$ cat src/hdl/slt_ram.sv
// generic simple dual-port ram, one write and one registered read port
// standalone, no package dependency
`default_nettype none

module slt_ram #(
  parameter int unsigned WIDTH = 8,
  parameter int unsigned DEPTH = 64
) (
  input  wire logic                     clk_i,
  input  wire logic                     we_i,
  input  wire logic [$clog2(DEPTH)-1:0] waddr_i,
  input  wire logic [WIDTH-1:0]         wdata_i,
  input  wire logic [$clog2(DEPTH)-1:0] raddr_i,
  output logic      [WIDTH-1:0]         rdata_o
);

  logic [WIDTH-1:0] mem_q [DEPTH];

  always_ff @(posedge clk_i) begin
    if (we_i) begin
      mem_q[waddr_i] <= wdata_i;
    end
    rdata_o <= mem_q[raddr_i];
  end

endmodule

`default_nettype wire

$ cat config.mk
export PLATFORM = sky130hd
export DESIGN_NAME = slt_ram
export DESIGN_NICKNAME = d
export VERILOG_FILES = /design/src/hdl/slt_ram.sv
export SDC_FILE = /design/constraint.sdc
export NUM_CORES = 1
export LEC_CHECK = 0
export ABC_AREA = 1
export BUFFER_PORTS_ARGS = -buffer_cell sky130_fd_sc_hd__buf_2
export CAP_MARGIN = 20
export CORE_MARGIN = 10
export CORE_UTILIZATION = 55
export CTS_CLUSTER_DIAMETER = 80
export DETAILED_ROUTE_END_ITERATION = 10
export PLACE_DENSITY = 0.75
export SETUP_SLACK_MARGIN = 0.3
export SLEW_MARGIN = 20
export SYNTH_ARGS = -nofsm -noshare
export SYNTH_HDL_FRONTEND = slang
export SYNTH_SLANG_ARGS = --single-unit
$ cat constraint.sdc
create_clock -name clk_i -period 2 [get_ports clk_i]
set_input_delay 0.2 -clock clk_i [delete_from_list [all_inputs] [get_ports clk_i]]
set_output_delay 0.2 -clock clk_i [all_outputs]
set_load 0.02 [all_outputs]
==> impl_metrics.sql <==
INSERT INTO impl_metrics (metric_group, metric, value, unit) VALUES
('timing', 'final_hold_viol_count', '0', ''),
('global_route', 'via_count_of_the_first_global_routing_pass', '13900', ''),
('worst_hold_path', 'holdCritPathClass', 'primary input to flip-flop', ''),
('synth', 'ys_top_cells_by_count', '648 x sky130_fd_sc_hd__nand2_1, 512 x sky130_fd_sc_hd__edfxtp_1, 439 x sky130_fd_sc_hd__nand3_1', ''),
('critical_path', 'crit_type', 'flip-flop to output port', ''),
('timing', 'setup_violations', '0', ''),
('outcome', 'outcome', 'completed', ''),
('final_layout', 'num-nets-final', '1909', ''),
('critical_path', 'rr_worst_depth', '8', ''),
('power_and_ir_drop', 'power.leakage', '8.77', 'nW'),
('routing', 'drc', '0', ''),
('routing', 'via_count', '14200', ''),
('critical_path', 'cp_data_required_time', '1.80', 'ns'),
('critical_path', 'largest_fanout_of_any_net_on_the_critical_path', '1', ''),
('floorplanning', 'floorplan.io_pins', '30', ''),
('synth', 'synth_top_cell_by_area', 'sky130_fd_sc_hd__edfxtp_1', ''),
('synth', 'post_synth_instance_area', '0.0213', 'sq mm'),
('timing', 'finalCritPeriodShare', '71.7', '%'),
('global_route', 'initial_antenna_violation_count', '4', ''),
('critical_path', 'cp_cell_sequence', 'buf_2', ''),
('clock_network', 'ctsLongestPathBuffers', '3', ''),
('timing', 'hold_ws', '0.149', 'ns'),
('floorplanning', 'die_w', '217', 'microns'),
('placed_design', 'total_cell_area_at_the_placement_stage', '0.0223', 'sq mm'),
('placed_design', 'detailedPlacementHpwl', '29900', 'microns'),
('clock_network', 'cts_tree', 'yes', ''),
('critical_path', 'cp_num_buf_inv', '1', ''),
('power_and_ir_drop', 'power.density_cell_area', '945', 'mW/mm^2'),
('critical_path', 'slowest_delay', '0.44', 'ns'),
('floorplanning', 'start_util', '55.5', '%'),
('routing', 'drt_iter0_drc', '1727', ''),
('timing', 'grt_setup_unrepaired', 'no', ''),
('timing', 'max_clock_freq', '697', 'MHz'),
('floorplanning', 'core_area', '0.0385', 'sq mm'),
('power_and_ir_drop', 'report.power.total', '22.6', 'mW'),
('routing', 'route.detailed.wl_per_inst', '21.2', 'microns'),
('global_route', 'groute.usage.overall', '21.8', '%'),
('routing', 'routed_wirelength', '51700', 'microns'),
('synth', 'synthesized_net_count', '1827', ''),
('final_layout', 'final_area', '0.0239', 'sq mm'),
('timing', 'timing_max_transition_violations_final', '0', ''),
('power_and_ir_drop', 'vdd.ir_drop.worst', '796', 'uV'),
('final_layout', 'area.growth.synth_to_final', '12.0', '%'),
('critical_path', 'critical_path_cell_count', '1', ''),
('clock_network', 'worst_skew_pair.late_latency', '0.58', 'ns'),
('final_layout', 'sequential_cell_area', '0.0155', 'sq mm'),
('synth', 'post-synth-top-count-cell', 'sky130_fd_sc_hd__nand2_1', ''),
('clock_network', 'cts_setup_buffers', '0', ''),
('routing', 'route.detailed.vias_per_inst', '5.83', ''),
('clock_network', 'cts.sinks', '520', ''),
('routing', 'drt_pass1_iterations', '6', ''),
('global_route', 'globalRouteOverflowTotal', '0', ''),
('final_layout', 'nFillCells', '2850', ''),
('clock_network', 'clk_transition_reported_paths', '0.06', 'ns'),
('timing', 'slew_headroom', '32.3', '%'),
('timing', 'tightestPinTransition', '1.02', 'ns'),
('synth', 'synth_warnings', '0', ''),
('clock_network', 'ctsHtreeMaxLevel', '2', ''),
('critical_path', 'setup.worst_path.start_class', 'flip-flop', ''),
('timing', 'fin_setup_tns', '0', 'ns'),
('clock_network', 'numCtsBuffers', '50', ''),
('routing', 'ant_nets_after_route', '0', ''),
('floorplanning', 'design.die.area', '0.0471', 'sq mm'),
('floorplanning', 'dieHeight', '217', 'microns'),
('synth', 'synth_top_cell_area_share', '72.0', '%'),
('synth', 'ys_dominant_reg_cell', 'sky130_fd_sc_hd__edfxtp_1', ''),
('global_route', 'grt_start_max_net_pins', '115', ''),
('final_layout', 'multiInputGateArea', '0.00495', 'sq mm'),
('synth', 'syn_avg_cell_area', '11.8', 'sq um'),
('job', 'max_cap_violations', '0', ''),
('synth', 'synth_top_cells_by_area', 'sky130_fd_sc_hd__edfxtp_1 72%, sky130_fd_sc_hd__nand2_1 11%, sky130_fd_sc_hd__nand3_1 10%', '');
## cell type report
cell class / instances / share of cell area, %
flip-flops and latches: 520 / 65.0
multi-input cells: 1160 / 20.7
clock buffers: 57 / 5.43
repair buffers: 143 / 4.92
well taps: 518 / 2.71
clock inverters: 32 / 1.03
inverters: 12 / 0.220
diodes: 1 / 0.0105
## where the power goes
part	total, mW	internal [mW]	switching, mW	leakage (nW)
Clock	9.03	5.14	3.89	0.761
Combinational	1.46	0.386	1.08	3.34
Sequential	12.1	12.1	0.0395	4.67
Total	22.6	17.6	5.01	8.77
## cells by family after synthesis
family        share of synthesized area (%)
flops                                  72.8
simple gates                           23.2
buf+inv                                4.02
## metal layers
layer | wire length [microns] | share of wire, % | GRT usage, % | vias to the layer above
met5 | 34 | 0.066 | 0 | -
met4 | 1460 | 2.8 | 7.27 | 6
met3 | 5490 | 11 | 4.52 | 131
met2 | 24500 | 47 | 34.9 | 755
met1 | 20200 | 39 | 29.4 | 6839
li1 | - | - | - | 6511
## cell usage in the layout, fill, tap and decap left out, types with 2 or more instances in the layout
master / n
sky130_fd_sc_hd__buf_12: 13
sky130_fd_sc_hd__nor4_1: 8
sky130_fd_sc_hd__buf_2: 27
sky130_fd_sc_hd__bufinv_16: 4
sky130_fd_sc_hd__inv_6: 3
sky130_fd_sc_hd__buf_4: 101
sky130_fd_sc_hd__clkinv_1: 18
sky130_fd_sc_hd__nand3_1: 439
sky130_fd_sc_hd__inv_1: 8
sky130_fd_sc_hd__nor2_1: 56
sky130_fd_sc_hd__nand2_1: 648
sky130_fd_sc_hd__edfxtp_1: 512
sky130_fd_sc_hd__clkbuf_1: 6
sky130_fd_sc_hd__clkbuf_16: 51
sky130_fd_sc_hd__inv_2: 2
sky130_fd_sc_hd__clkinv_2: 8
sky130_fd_sc_hd__dfxtp_1: 8
sky130_fd_sc_hd__nand4_1: 9
## repair_timing
action / CTS / global route
resized for setup: 0 / 0
hold buffers: 1 / 0
hold endpoints to repair: 2 / 0
## sequential cells by signal, indices dropped and copies added (netlist names)
| name | flops |
|---|---|
| mem_q | 512 |
| rdata_o | 8 |
## path summary, 6_finish.rpt
check	from	to	slack [ns]
max	rdata_o[0]	rdata_o[0]	0.57
min	raddr_i[4]	rdata_o[1]	0.15
max reg2reg	mem_q[45][3]	rdata_o[3]	0.59
min reg2reg	mem_q[42][6]	rdata_o[6]	0.80
## metrics by stage
step / worst slack (ns) / cells / util (%)
after floorplan: 0.0339 / 1805 / -
after global placement: 0.0574 / 2352 / 58.1
after detailed placement: 0.0257 / 2352 / 58.1
after CTS: 0.554 / 2442 / 62.1
after global routing: 0.490 / 2443 / 62.1
final: 0.565 / 2443 / 62.1
(Power assumes the default switching activity.)
